File: src/rtl/drt_pkg.sv
// Package for the task-graph ready tracker: sizes, opcodes, result kinds.
// No dependencies.
package drt_pkg;
  localparam int MaxNodes = 32;
  localparam int MaxEdges = 256;
  localparam int NodeW = $clog2(MaxNodes);
  localparam int EdgeW = $clog2(MaxEdges);
  localparam int DegW = EdgeW + 1;

  localparam logic [2:0] OP_ADD_NODE = 3'd0;
  localparam logic [2:0] OP_ADD_EDGE = 3'd1;
  localparam logic [2:0] OP_MARK_DONE = 3'd2;
  localparam logic [2:0] OP_MARK_UNDONE = 3'd3;
  localparam logic [2:0] OP_QUERY = 3'd4;
  localparam logic [2:0] OP_LIST = 3'd5;
  localparam logic [2:0] OP_SORT = 3'd6;
  localparam logic [2:0] OP_SPARE = 3'd7;

  localparam logic [1:0] KIND_REPLY = 2'd0;
  localparam logic [1:0] KIND_ID = 2'd1;
  localparam logic [1:0] KIND_END = 2'd2;

  typedef struct packed {
    logic [1:0] kind;
    logic [6:0] value;
    logic [5:0] total;
    logic last;
  } res_t;
endpackage

File: src/rtl/drt_edge_mem.sv
// Edge store: one synchronous memory of source/destination pairs.
// Depends on drt_pkg.
module drt_edge_mem (
  input  logic clk,
  input  logic we,
  input  logic [drt_pkg::EdgeW-1:0] waddr,
  input  logic [2*drt_pkg::NodeW-1:0] wdata,
  input  logic [drt_pkg::EdgeW-1:0] raddr,
  output logic [2*drt_pkg::NodeW-1:0] rdata
);
  logic [2*drt_pkg::NodeW-1:0] mem [drt_pkg::MaxEdges];
  always_ff @(posedge clk) begin
    if (we) mem[waddr] <= wdata;
    rdata <= mem[raddr];
  end
endmodule

File: src/rtl/drt_deg_mem.sv
// Indegree scratch store: one synchronous memory, one port read, one write.
// Depends on drt_pkg.
module drt_deg_mem (
  input  logic clk,
  input  logic we,
  input  logic [drt_pkg::NodeW-1:0] waddr,
  input  logic [drt_pkg::DegW-1:0] wdata,
  input  logic [drt_pkg::NodeW-1:0] raddr,
  output logic [drt_pkg::DegW-1:0] rdata
);
  logic [drt_pkg::DegW-1:0] mem [drt_pkg::MaxNodes];
  always_ff @(posedge clk) begin
    if (we) mem[waddr] <= wdata;
    rdata <= mem[raddr];
  end
endmodule

File: src/rtl/drt_queue_mem.sv
// Sort queue store: one synchronous memory of node ids.
// Depends on drt_pkg.
module drt_queue_mem (
  input  logic clk,
  input  logic we,
  input  logic [drt_pkg::NodeW-1:0] waddr,
  input  logic [drt_pkg::NodeW-1:0] wdata,
  input  logic [drt_pkg::NodeW-1:0] raddr,
  output logic [drt_pkg::NodeW-1:0] rdata
);
  logic [drt_pkg::NodeW-1:0] mem [drt_pkg::MaxNodes];
  always_ff @(posedge clk) begin
    if (we) mem[waddr] <= wdata;
    rdata <= mem[raddr];
  end
endmodule

File: src/rtl/dag_ready_tracker_topo_sort.sv
// Top level of the task-graph ready tracker and topological sorter.
// Depends on drt_pkg, drt_edge_mem, drt_deg_mem, drt_queue_mem.
//
// Usage:
//   One input channel (op, node_id, other_id, max_out) and one result channel
//   (result_kind, value, node_total, last), both valid/ready. An op gives one
//   or more results; the last carries last=1. One op runs at a time.
//   Add node, add edge, mark done/undone and unused op: the result is loaded
//   from the wait state that follows the input transfer.
//   Query ready: each edge is read and then checked, one edge at a time.
//   List ready: one edge pass per node.
//   Topo sort: clear the indegrees, count them in one edge pass, seed the
//   queue, then per emitted node a pop and an edge pass; the edge read and
//   the indegree read-modify-write set the pace.
//   Each result waits in an output register; while the receiver stalls the
//   next result holds, and the input stays closed until the last result of
//   the op has gone. Reset clears the node count, edge count and done marks;
//   the memories need no clearing pass.
module dag_ready_tracker_topo_sort (
  input  logic clk,
  input  logic rst,
  input  logic in_valid,
  output logic in_ready,
  input  logic [2:0] op,
  input  logic [5:0] node_id,
  input  logic [5:0] other_id,
  input  logic [5:0] max_out,
  output logic out_valid,
  input  logic out_ready,
  output logic [1:0] result_kind,
  output logic [6:0] value,
  output logic [5:0] node_total,
  output logic last
);
  localparam int NW = drt_pkg::NodeW;
  localparam int EW = drt_pkg::EdgeW;
  localparam int DW = drt_pkg::DegW;

  typedef enum logic [9:0] {
    S_IDLE   = 10'b0000000001,
    S_RD     = 10'b0000000010,
    S_CHK    = 10'b0000000100,
    S_CLR    = 10'b0000001000,
    S_CNT    = 10'b0000010000,
    S_SEED   = 10'b0000100000,
    S_POP    = 10'b0001000000,
    S_REL    = 10'b0010000000,
    S_OUT    = 10'b0100000000,
    S_WAIT   = 10'b1000000000
  } state_t;

  state_t state;
  logic [2:0] op_r;
  logic [5:0] id_r, lim;
  logic [drt_pkg::MaxNodes-1:0] done_bits;
  logic [5:0] node_count;
  logic [EW:0] edge_count;
  logic [EW:0] eidx;
  logic [5:0] node;
  logic [5:0] cnt;
  logic [5:0] head, tail;
  logic [NW-1:0] cur;
  logic phase, pend, rdy;
  logic [1:0] seed_ph;
  logic [1:0] rmw_ph;
  logic res_load;
  drt_pkg::res_t res;
  logic ret_idle, is_final;

  logic e_we; logic [EW-1:0] e_ra; logic [2*NW-1:0] e_rd;
  logic d_we; logic [NW-1:0] d_wa, d_ra; logic [DW-1:0] d_wd, d_rd;
  logic q_we; logic [NW-1:0] q_wa, q_ra, q_wd, q_rd;

  wire [NW-1:0] e_src = e_rd[2*NW-1:NW];
  wire [NW-1:0] e_dst = e_rd[NW-1:0];
  wire edge_ok = (node_id < node_count) && (other_id < node_count) &&
                 (edge_count < (EW+1)'(drt_pkg::MaxEdges));
  wire node_ok = node_count < 6'(drt_pkg::MaxNodes);
  wire id_ok = node_id < node_count;
  wire out_free = !out_valid || out_ready;
  wire ready_ok = (id_r < node_count) && !done_bits[id_r[NW-1:0]];

  drt_edge_mem u_edge (.clk, .we(e_we), .waddr(edge_count[EW-1:0]),
    .wdata({node_id[NW-1:0], other_id[NW-1:0]}), .raddr(e_ra), .rdata(e_rd));
  drt_deg_mem u_deg (.clk, .we(d_we), .waddr(d_wa), .wdata(d_wd),
    .raddr(d_ra), .rdata(d_rd));
  drt_queue_mem u_q (.clk, .we(q_we), .waddr(q_wa), .wdata(q_wd),
    .raddr(q_ra), .rdata(q_rd));

  assign pend = out_valid && !out_ready;
  assign in_ready = (state == S_IDLE) && !out_valid;
  assign e_we = in_valid && in_ready && op == drt_pkg::OP_ADD_EDGE && edge_ok;
  assign e_ra = eidx[EW-1:0];
  assign q_ra = head[NW-1:0];
  assign result_kind = res.kind;
  assign value = res.value;
  assign node_total = res.total;
  assign last = res.last;

  always_comb begin
    d_we = 1'b0; d_wa = node[NW-1:0]; d_wd = '0; d_ra = e_dst;
    q_we = 1'b0; q_wa = tail[NW-1:0]; q_wd = node[NW-1:0];
    res_load = 1'b0;
    case (state)
      S_CLR: d_we = 1'b1;
      S_CNT: if (rmw_ph == 2'd2) begin
        d_we = 1'b1; d_wa = e_dst; d_wd = d_rd + 1'b1;
      end
      S_SEED: begin
        d_ra = node[NW-1:0];
        q_we = (seed_ph == 2'd2) && (d_rd == '0);
      end
      S_REL: if (rmw_ph == 2'd2 && e_src == cur && d_rd != '0) begin
        d_we = 1'b1; d_wa = e_dst; d_wd = d_rd - 1'b1;
        q_we = (d_rd == DW'(1)) && (tail < 6'(drt_pkg::MaxNodes));
        q_wd = e_dst;
      end
      S_WAIT: res_load = out_free;
      S_CHK: res_load = (op_r != drt_pkg::OP_QUERY) && out_free && rdy && ready_ok;
      S_POP: res_load = !(head >= tail || cnt >= lim) && out_free && phase;
      S_OUT: res_load = out_free;
      default: ;
    endcase
  end

  always_ff @(posedge clk) begin
    if (rst) begin
      state <= S_IDLE; out_valid <= 1'b0; done_bits <= '0;
      node_count <= '0; edge_count <= '0;
    end else begin
      out_valid <= res_load || pend;
      case (state)
        S_IDLE: if (in_valid && in_ready) begin
          op_r <= op; lim <= max_out;
          id_r <= (op == drt_pkg::OP_LIST) ? 6'd0 : node_id;
          eidx <= '0; node <= '0; cnt <= '0; phase <= 1'b0; rdy <= 1'b1;
          head <= '0; tail <= '0; seed_ph <= '0; rmw_ph <= '0;
          res.kind <= drt_pkg::KIND_REPLY; res.last <= 1'b1;
          res.total <= (op == drt_pkg::OP_ADD_NODE && node_ok) ?
                       node_count + 1'b1 : node_count;
          case (op)
            drt_pkg::OP_ADD_NODE: begin
              state <= S_WAIT;
              res.value <= node_ok ? {1'b0, node_count} : 7'h7f;
              if (node_ok) begin
                done_bits[node_count[NW-1:0]] <= 1'b0;
                node_count <= node_count + 1'b1;
              end
            end
            drt_pkg::OP_ADD_EDGE: begin
              state <= S_WAIT;
              res.value <= edge_ok ? 7'd0 : 7'h7f;
              if (edge_ok) edge_count <= edge_count + 1'b1;
            end
            drt_pkg::OP_MARK_DONE, drt_pkg::OP_MARK_UNDONE: begin
              state <= S_WAIT;
              res.value <= id_ok ? 7'd0 : 7'h7f;
              if (id_ok) done_bits[node_id[NW-1:0]] <= (op == drt_pkg::OP_MARK_DONE);
            end
            drt_pkg::OP_QUERY: state <= S_RD;
            drt_pkg::OP_LIST: state <= S_RD;
            drt_pkg::OP_SORT: state <= (max_out == '0) ? S_OUT : S_CLR;
            default: begin
              state <= S_WAIT; res.value <= 7'h7f;
            end
          endcase
        end
        S_WAIT: if (out_free) state <= S_IDLE;
        // ready check of node id_r: read edge, then check
        S_RD: begin
          if (op_r == drt_pkg::OP_LIST &&
              (id_r >= node_count || cnt >= lim)) state <= S_OUT;
          else if (eidx >= edge_count) begin
            phase <= 1'b0; state <= S_CHK;
          end else if (phase) begin
            if (e_dst == id_r[NW-1:0] && !done_bits[e_src]) rdy <= 1'b0;
            eidx <= eidx + 1'b1; phase <= 1'b0;
          end else phase <= 1'b1;
        end
        S_CHK: if (op_r == drt_pkg::OP_QUERY) begin
          res.value <= {6'd0, rdy && ready_ok}; state <= S_WAIT;
        end else if (out_free) begin
          if (rdy && ready_ok) begin
            res.kind <= drt_pkg::KIND_ID; res.last <= 1'b0;
            res.value <= {1'b0, id_r}; cnt <= cnt + 1'b1;
          end
          id_r <= id_r + 1'b1; eidx <= '0; rdy <= 1'b1; state <= S_RD;
        end
        S_CLR: if (node + 1'b1 >= node_count || node_count == '0) begin
          node <= '0; state <= S_CNT;
        end else node <= node + 1'b1;
        S_CNT: if (eidx >= edge_count) begin
          rmw_ph <= '0; state <= S_SEED;
        end else if (rmw_ph == 2'd2) begin
          eidx <= eidx + 1'b1; rmw_ph <= '0;
        end else rmw_ph <= rmw_ph + 1'b1;
        S_SEED: if (node >= node_count) state <= S_POP;
        else if (seed_ph == 2'd2) begin
          if (d_rd == '0) tail <= tail + 1'b1;
          node <= node + 1'b1; seed_ph <= '0;
        end else seed_ph <= seed_ph + 1'b1;
        S_POP: if (head >= tail || cnt >= lim) state <= S_OUT;
        else if (out_free) begin
          if (phase) begin
            cur <= q_rd; head <= head + 1'b1; cnt <= cnt + 1'b1;
            res.kind <= drt_pkg::KIND_ID; res.last <= 1'b0;
            res.value <= {2'b0, q_rd};
            eidx <= '0; phase <= 1'b0; state <= S_REL;
          end else phase <= 1'b1;
        end
        S_REL: if (eidx >= edge_count) begin
          rmw_ph <= '0; state <= S_POP;
        end else if (rmw_ph == 2'd2) begin
          if (q_we) tail <= tail + 1'b1;
          eidx <= eidx + 1'b1; rmw_ph <= '0;
        end else rmw_ph <= rmw_ph + 1'b1;
        S_OUT: if (out_free) begin
          res.kind <= drt_pkg::KIND_END; res.last <= 1'b1;
          res.value <= (op_r == drt_pkg::OP_SORT && lim != '0 && cnt < node_count)
                       ? 7'h7f : {1'b0, cnt};
          state <= S_IDLE;
        end
        default: state <= S_IDLE;
      endcase
    end
  end

  assign ret_idle = (state == S_IDLE);
  assign is_final = out_valid && last;

  a_busy_no_accept: assert property (@(posedge clk) disable iff (rst)
    !ret_idle |-> !in_ready) else $error("input taken while busy");
  a_edge_bound: assert property (@(posedge clk) disable iff (rst)
    edge_count <= (EW+1)'(drt_pkg::MaxEdges)) else $error("edge count overflow");
  a_node_bound: assert property (@(posedge clk) disable iff (rst)
    node_count <= 6'(drt_pkg::MaxNodes)) else $error("node count overflow");
  a_final_then_idle: assert property (@(posedge clk) disable iff (rst)
    is_final |-> ret_idle) else $error("final result while scan runs");
endmodule

File: config.mk
export PLATFORM = sky130hd
export DESIGN_NAME = dag_ready_tracker_topo_sort
export DESIGN_NICKNAME = d
export VERILOG_FILES = /design/src/rtl/drt_pkg.sv /design/src/rtl/drt_edge_mem.sv /design/src/rtl/drt_deg_mem.sv /design/src/rtl/drt_queue_mem.sv /design/src/rtl/dag_ready_tracker_topo_sort.sv
export SDC_FILE = /design/constraint.sdc
export NUM_CORES = 2
export LEC_CHECK = 0
export ABC_AREA = 1
export BUFFER_PORTS_ARGS = -buffer_cell sky130_fd_sc_hd__buf_2
export CAP_MARGIN = 20
export CELL_PAD_IN_SITES_DETAIL_PLACEMENT = 0
export CELL_PAD_IN_SITES_GLOBAL_PLACEMENT = 1
export CORE_MARGIN = 5
export CORE_UTILIZATION = 25
export DETAILED_ROUTE_END_ITERATION = 10
export GPL_ROUTABILITY_DRIVEN = 0
export PLACE_DENSITY_LB_ADDON = 0.2
export SLEW_MARGIN = 20
export SYNTH_ARGS = -nofsm -noshare
export SYNTH_HDL_FRONTEND = slang
export SYNTH_HIERARCHICAL = 1
export SYNTH_SLANG_ARGS = --single-unit
File: constraint.sdc
create_clock -name clk -period 5.5 [get_ports clk]
set_input_delay 0.275 -clock clk [delete_from_list [all_inputs] [get_ports clk]]
set_output_delay 0.275 -clock clk [all_outputs]
set_load 0.005 [all_outputs]
# [Word-level counts from Yosys, hierarchy flattened]
# Memory sizes are Yosys's and may differ from the RTL's. A register that Yosys moved wholly into a read port is not among the register bits.
# Cells that the tools add are included.
[totals] ram_bits=3008 n_memories=3 input_bits=25 output_inout_bits=18 register_bits=133
[classes] n_bitwise=4 n_addsub=12 n_eq_ne=58 reduce_logical=76 n_lt_le_gt_ge=19 n_mux=133
[mem_list] name="u_edge.mem" depth=256 width=10 read_ports=1 rd_ports_with_merged_regs=1 write_ports=1 line_no="drt_edge_mem.sv:11" text="logic [2*drt_pkg::NodeW-1:0] mem [drt_pkg::MaxEdges];"
[mem_list] name="u_deg.mem" depth=32 width=9 read_ports=1 rd_ports_with_merged_regs=1 write_ports=1 line_no="drt_deg_mem.sv:11" text="logic [drt_pkg::DegW-1:0] mem [drt_pkg::MaxNodes];"
[mem_list] name="u_q.mem" depth=32 width=5 read_ports=1 rd_ports_with_merged_regs=1 write_ports=1 line_no="drt_queue_mem.sv:11" text="logic [drt_pkg::NodeW-1:0] mem [drt_pkg::MaxNodes];"
[ops] operator="9-bit 2-to-1 mux" n=20
[ops] operator="6-bit 2-to-1 mux" n=24
[ops] operator="10-bit 2-to-1 mux" n=13
[ops] operator="10-bit one-hot mux with 9 select lines" n=1
[ops] operator="32-bit 2-to-1 mux" n=2
[ops] operator="32-bit one-hot mux with 2 select lines" n=1
[ops] operator="6-bit one-hot mux with 3 select lines" n=3
[ops] operator="2-bit inequality test (second input constant)" n=25
[ops] operator="9-bit one-hot mux with 5 select lines" n=1
[ops] operator="6-bit by 1-bit adder with 6-bit output (second input constant)" n=6
[ops] operator="9-bit one-hot mux with 4 select lines" n=1
[ops] operator="7-bit 2-to-1 mux" n=5
[ops] operator="32-bit AND" n=1
[ops] operator="32-bit bitwise mux" n=1
[ops] operator="1-bit 2-to-1 mux" n=32
[ops] operator="32-bit inverter" n=1
[ops] operator="6-bit greater-or-equal comparator" n=5
[ops] operator="10-bit AND reduction" n=3
[ops] operator="7-bit one-hot mux with 4 select lines" n=1
[ops] operator="9-bit by 1-bit adder with 9-bit output (second input constant)" n=3
[ops] operator="9-bit AND reduction" n=3
[ops] operator="1-bit logical AND" n=25
[ops] operator="5-bit by 6-bit less-than comparator with 1-bit output (second input constant)" n=4
[ops] operator="6-bit less-than comparator" n=4
[ops] operator="other kinds (56)" n=117

# [Depth between registers and ports, before layout]
[depth] word_depth=9 mapped_depth=19 ltp_nobuf=17

# [Modules after synthesis]
# Netlist, hierarchy kept.
[modules_own_cells] mod="drt_edge_mem" instances=1 cells_each=8656 area_each_um2=103718.2
[modules_own_cells] mod="drt_deg_mem" instances=1 cells_each=1029 area_each_um2=11975.2
[modules_own_cells] mod="dag_ready_tracker_topo_sort" instances=1 cells_each=1446 area_each_um2=10097.2
[modules_own_cells] mod="drt_queue_mem" instances=1 cells_each=595 area_each_um2=6796.5

# [Worst setup path after synthesis]
# No wires, ideal clock.
[synth_path] path_kind="reg2reg" startpoint="reg node_count[4]" endpoint="mem u_edge/mem[162][0] (netlist bit) (enable)" path_stages_with_launch=17 period_less_slack_ps=3268 required_time_ps=5124 path_buffers=3 setup_time_ps=376 setup_slack_ps=2232 t_arrival_ps=2891 cell_sequence="dfxtp_1 clkbuf_1 inv_1 ha_1 nand2_1 inv_1 nand2_1 nand4_1 nor2_1 nand3_1 inv_1 nand2_2 inv_2 clkbuf_1 nand3_1 clkbuf_1 nor2_1"
[synth_via] elab_chain_len=6 word_cells_on_any_way=7
[synth_lines] item="start, declared" line_no="dag_ready_tracker_topo_sort.sv:56" text="logic [5:0] node_count;"
[synth_lines] item="start signal, assigned" line_no="dag_ready_tracker_topo_sort.sv:147" text="node_count <= node_count + 1'b1;"
[synth_lines] item="6-bit less-than comparator" line_no="dag_ready_tracker_topo_sort.sv:76" text="wire edge_ok = (node_id < node_count) && (other_id < node_count) &&"
[synth_lines] item="1-bit logical AND (*) (2 in series)" line_no="dag_ready_tracker_topo_sort.sv:76"
[synth_lines] item="1-bit logical AND (*)" line_no="dag_ready_tracker_topo_sort.sv:92" text="assign e_we = in_valid && in_ready && op == drt_pkg::OP_ADD_EDGE && edge_ok;"
[synth_lines] item="net e_we" line_no="dag_ready_tracker_topo_sort.sv:70" text="logic e_we; logic [EW-1:0] e_ra; logic [2*NW-1:0] e_rd;"
[synth_lines] item="1-bit 2-to-1 mux (*)" line_no="drt_edge_mem.sv:13" text="if (we) mem[waddr] <= wdata;"
[synth_lines] item="1-bit 2-to-1 mux (not written as such) (*)" line_no="drt_edge_mem.sv:13"
[synth_lines] item="end, declared" line_no="drt_edge_mem.sv:11"
# Mark *: on every way through the listed nets, which the timed path passes. The rest lies on a longest branch.

# [Worst setup path after layout]
[layout_path] startpoint="reg node_count[3]" endpoint="mem u_edge/mem[199][5] (netlist bit) (enable)"
# The elaborated chain is that of the path after synthesis.

==> flow_summary_export.csv <==
group,metric,value,unit
outcome,outcome,"completed",
setup_path,crit_required,6.12,ns
cts,h-tree-depth,5,
synth,synth.area.top_cells,"edfxtp_1 (70%), nand3_1 (11%), nand2_1 (10%), buf_2 (1.4%), nor2_1 (1.4%)",
pwr,power_density,510,nW/um^2
timing,finalWorstSetupSlack,0.727,ns
synth,ys_seq_elements,3165,
cts,clkSlewWorstSetupHoldPaths,0.06,ns
timing,rsz0062_at_grt,"false",
timing,max_clock_freq,0.209,GHz
cts,clockBufferDepth,4,
synth,yosysSeqAreaShare,71.1,%
synth,syn_area,133000,um^2
timing,skew,0.132,ns
setup_path,cp-endpoint,"u_edge/mem[199][5]$_DFFE_PP_",
synth,netlist.area_leader.share,69.8,%
synth,synth_nets,11800,
timing,drv_slew,0,
pwr,clkPwrFrac,31.2,%
synth,synth_top_family_by_area,"simple AND/OR/NAND/NOR gates",
pwr,ir_drop,505,uV
detailed_routing,wire_per_inst,23.7,um
grt,grt_max_degree,159,
setup_path,reg2reg_from,"node_count[3]$_SDFFE_PP0P_",
detailed_routing,drt-total-wl,453000,um
detailed_routing,dr_total_vias,89900,
die,coreArea,529000,um^2
synth,synthAdderAreaFrac,0.670,%
setup_path,timing.rr.end,"u_edge/mem[199][5]$_DFFE_PP_",
cts,cts.sinks,3165,
cts,root_buffer,"clkbuf_16",
timing,worst_pin_slew,1.22,ns
setup_path,reg2reg_depth,11,
setup_path,crit_path_end_kind,"flip-flop",
synth,syn_area_per_cell,11.3,um^2
synth,yosys.cell_types.count,50,
place,preCtsSetupSlack,0.757,ns
setup_path,critPathArrivalTime,5.40,ns
timing,period_share,86.8,%
detailed_routing,drt_pass1_iterations,6,
pwr,power_switching,30.4,mW
timing,timing.hold.ws,0.133,ns
place,dp_hpwl,278000,um
flow_run,drv_cap,0,
pwr,comb_power_share,33.7,%
setup_path,cpMaxStageDelayCell,"nor2_1",
cts,cts_resized,0,
die,initial_core_util,25.1,%
setup_path,r2r_slack,0.73,ns
timing,setup_viol,0,
synth,yosys.area_share.simple,23.3,%
synth,muxShareOfSynthArea,0.0151,%
pwr,switching_share,38.7,%
die,die_area,545000,um^2
cts,cts_tree,"built",
die,num_rows,267,
cells_and_area,area_delta_synth_final,16.2,%
detailed_routing,drt-initial-drc-count,7630,
setup_path,startpoint,"node_count[3]$_SDFFE_PP0P_",
place,postPlaceCellArea,142000,um^2
die,num_io_pins,43,
timing,fin_crit,4.77,ns
synth,synth_xor_area_share,0.205,%
grt,grt.total_usage,16.1,%
cells_and_area,regArea,94200,um^2
detailed_routing,drcViolationCount,0,
worst_hold_path,hold_start,"op[1]",
setup_path,crit_path_max_incr_delay,1.00,ns
timing,hold_viol,0,
synth,synth_compound_area_share,1.30,%
cells_and_area,layout.nets,11900,
synth,synth_ff_type,"edfxtp_1",
detailed_routing,postRouteAntennaNets,0,
detailed_routing,vias_per_cell,4.70,
worst_hold_path,min_path_type,"in -> reg",
pwr,pwr-share-seq,35.1,%
synth,yosysTopAreaCell,"edfxtp_1",
cells_and_area,stdcell_area,154000,um^2
pwr,p_int,48.2,mW
cells_and_area,fill_cells,54100,
place,portBuffers,42,
grt,overflow,0,
synth,synth_edf_count,3083,
cts,numCtsBuffers,375,
setup_path,critPathKind,"reg -> reg",
setup_path,path_max_fanout,19,
die,die_y,738,um
die,die_w,738,um
synth,postSynthCellCount,11700,
timing,finalSetupTns,0,ns
synth,async_flop_share,0,%
cells_and_area,layout-drive-gt1-share,8.46,%
setup_path,start_kind,"flip-flop",
timing,relSlewSlack,18.7,%
grt,grt_pass1_vias,88700,
grt,grt_pass1_wl,646000,um
grt,antenna_found_initial,29,
setup_path,path_cells,"inv_1 > ha_1 > nand2_1 > nor2_1 > o21ai_0 > nand3_1 > inv_1 > nand2_2 > inv_2 > nand3_1 > nor2_1",
pwr,leakagePower,53.3,nW
synth,yosys_warnings,6,
cells_and_area,multi_input_area,34000,um^2
cts,clk_latency,1.00,ns
state kept, by name (all words and copies together), names as in the netlist, 5 cells and up:
signal / flops
state: 10
id_r: 6
cur: 5
tail: 6
eidx: 9
done_bits: 32
lim: 6
u_q/mem: 160
cnt: 6
u_q/rdata: 5
u_edge/rdata: 10
value: 7
edge_count: 9
u_deg/mem: 288
node_total: 6
head: 6
u_edge/mem: 2560
node: 6
u_deg/rdata: 9
node_count: 6
cells in the final DEF, fill, tap and decap left out, types with 10 or more instances in the layout:
master         netlist  routed
nor2_1             505     504
dfxtp_1             82      82
a21oi_1            111     108
nand2_2              8      24
inv_1              235     234
nand4_1             16      16
clkinv_1             6      91
clkinvlp_4           0      11
nor3_1              34      34
clkbuf_16            0     380
edfxtp_1          3083    3083
ha_1                71      71
buf_12               0      43
clkinv_2             1      62
bufinv_16            0      37
buf_4               68     340
nand3_1           2966    2966
dlygate4sd3_1        0      29
o211ai_1            25      25
buf_2              381      32
o21ai_0            138     130
nor2_2               9      10
nand2_1           3589    3570
xor2_1              24      24
clkbuf_1           184      69
inv_6                1      11
buf_8                0      12
Yosys cell counts (5+ instances only):
library cell     n
o21ai_0        138
buf_6           22
nor2_4           5
a21oi_1        111
ha_1            71
nand3_1       2966
edfxtp_1      3083
o22ai_1          7
nand2_1       3589
clkbuf_1       184
inv_2           11
buf_2          381
clkinv_1         6
nor3b_1          6
dfxtp_1         82
nand2_2          8
xnor2_1          7
nor2_1         505
o21ai_1          7
nand3b_1         6
nor2_2           9
nor3_1          34
buf_1           72
nand4_1         16
o211ai_1        25
inv_1          235
buf_4           68
xor2_1          24
critical path: cells and delay by family, from the launching register on:
| family | cells | cell delay, ns |
|---|---|---|
| AO/OA/AOI/OAI | 1 | 0.16 |
| adder cells (fa/ha/maj) | 1 | 0.38 |
| AND/OR/NAND/NOR | 6 | 2.32 |
| buffers and inverters | 3 | 1.14 |
| flip-flops | 1 | 0.38 |
timing repair:
action | CTS | global route
setup buffers | 0 | 0
hold buffers | 29 | 0
setup endpoints to repair | 0 | 0
hold endpoints to repair | 356 | 0
power groups by stage:
stage	combinational (mW)	sequential (mW)	clock, mW
floorplan	16.3	27.8	0
global placement	26.8	28.1	0
detailed placement	26.7	28.1	0
CTS	26.8	27.6	25.3
global route	29.0	27.6	26.3
finish	26.5	27.6	24.6
area by class of cell:
cell class | count | share of cell area, %
antenna | 6 | 0.00974
clock buffer | 451 | 6.36
clock inverter | 220 | 1.49
inverter | 255 | 0.648
multi-input combinational | 7578 | 22.0
sequential | 3165 | 61.1
tap | 6994 | 5.68
timing repair buffer | 457 | 2.64
per-stage QoR:
step	total power, mW	std cells	util (%)
2_1_floorplan	44.1	11700	-
3_3_place_gp	54.9	18400	26.8
3_5_place_dp	54.8	18400	26.8
4_1_cts	79.7	19100	29.1
5_1_grt	82.9	19100	29.1
6_report	78.6	19100	29.1
worst min-delay path by stage:
| stage | endpoint | slack (ns) | cells past startpoint |
|---|---|---|---|
| 6_report | op_r[1]$_DFFE_PP_ | 0.13 | 2 |
| 5_1_grt | op_r[1]$_DFFE_PP_ | 0.08 | 2 |
| 4_1_cts | op_r[1]$_DFFE_PP_ | 0.002 | 2 |
| 3_5_place_dp | done_bits[29]$_SDFFE_PP0P_ | 0.47 | 2 |
| 3_3_place_gp | done_bits[1]$_SDFFE_PP0P_ | 0.46 | 2 |
| 2_1_floorplan | lim[0]$_DFFE_PP_ | 0.37 | 0 |
per-layer routing:
| layer | wire, um | up-vias | part of all wire (%) | GRT usage, % |
|---|---|---|---|---|
| met2 | 209000 | 2517 | 46 | 26.1 |
| met4 | 9900 | 2 | 2.2 | 3.43 |
| met1 | 209000 | 45300 | 46 | 22.9 |
| met5 | 13 | - | 0.0029 | 0 |
| met3 | 25000 | 537 | 5.5 | 2.29 |
| li1 | - | 41500 | - | - |
cell families (layout without fill, tap and decap cells):
kind of cell,count (synthesis),after routing
simple gates,7160,7160
flops,3165,3165
buf+inv,983,1383
compound gates,314,314
fa+ha+maj,71,71
xor+xnor,31,31
mux,2,2
other cells,0,6
(Power assumes the default switching activity.)
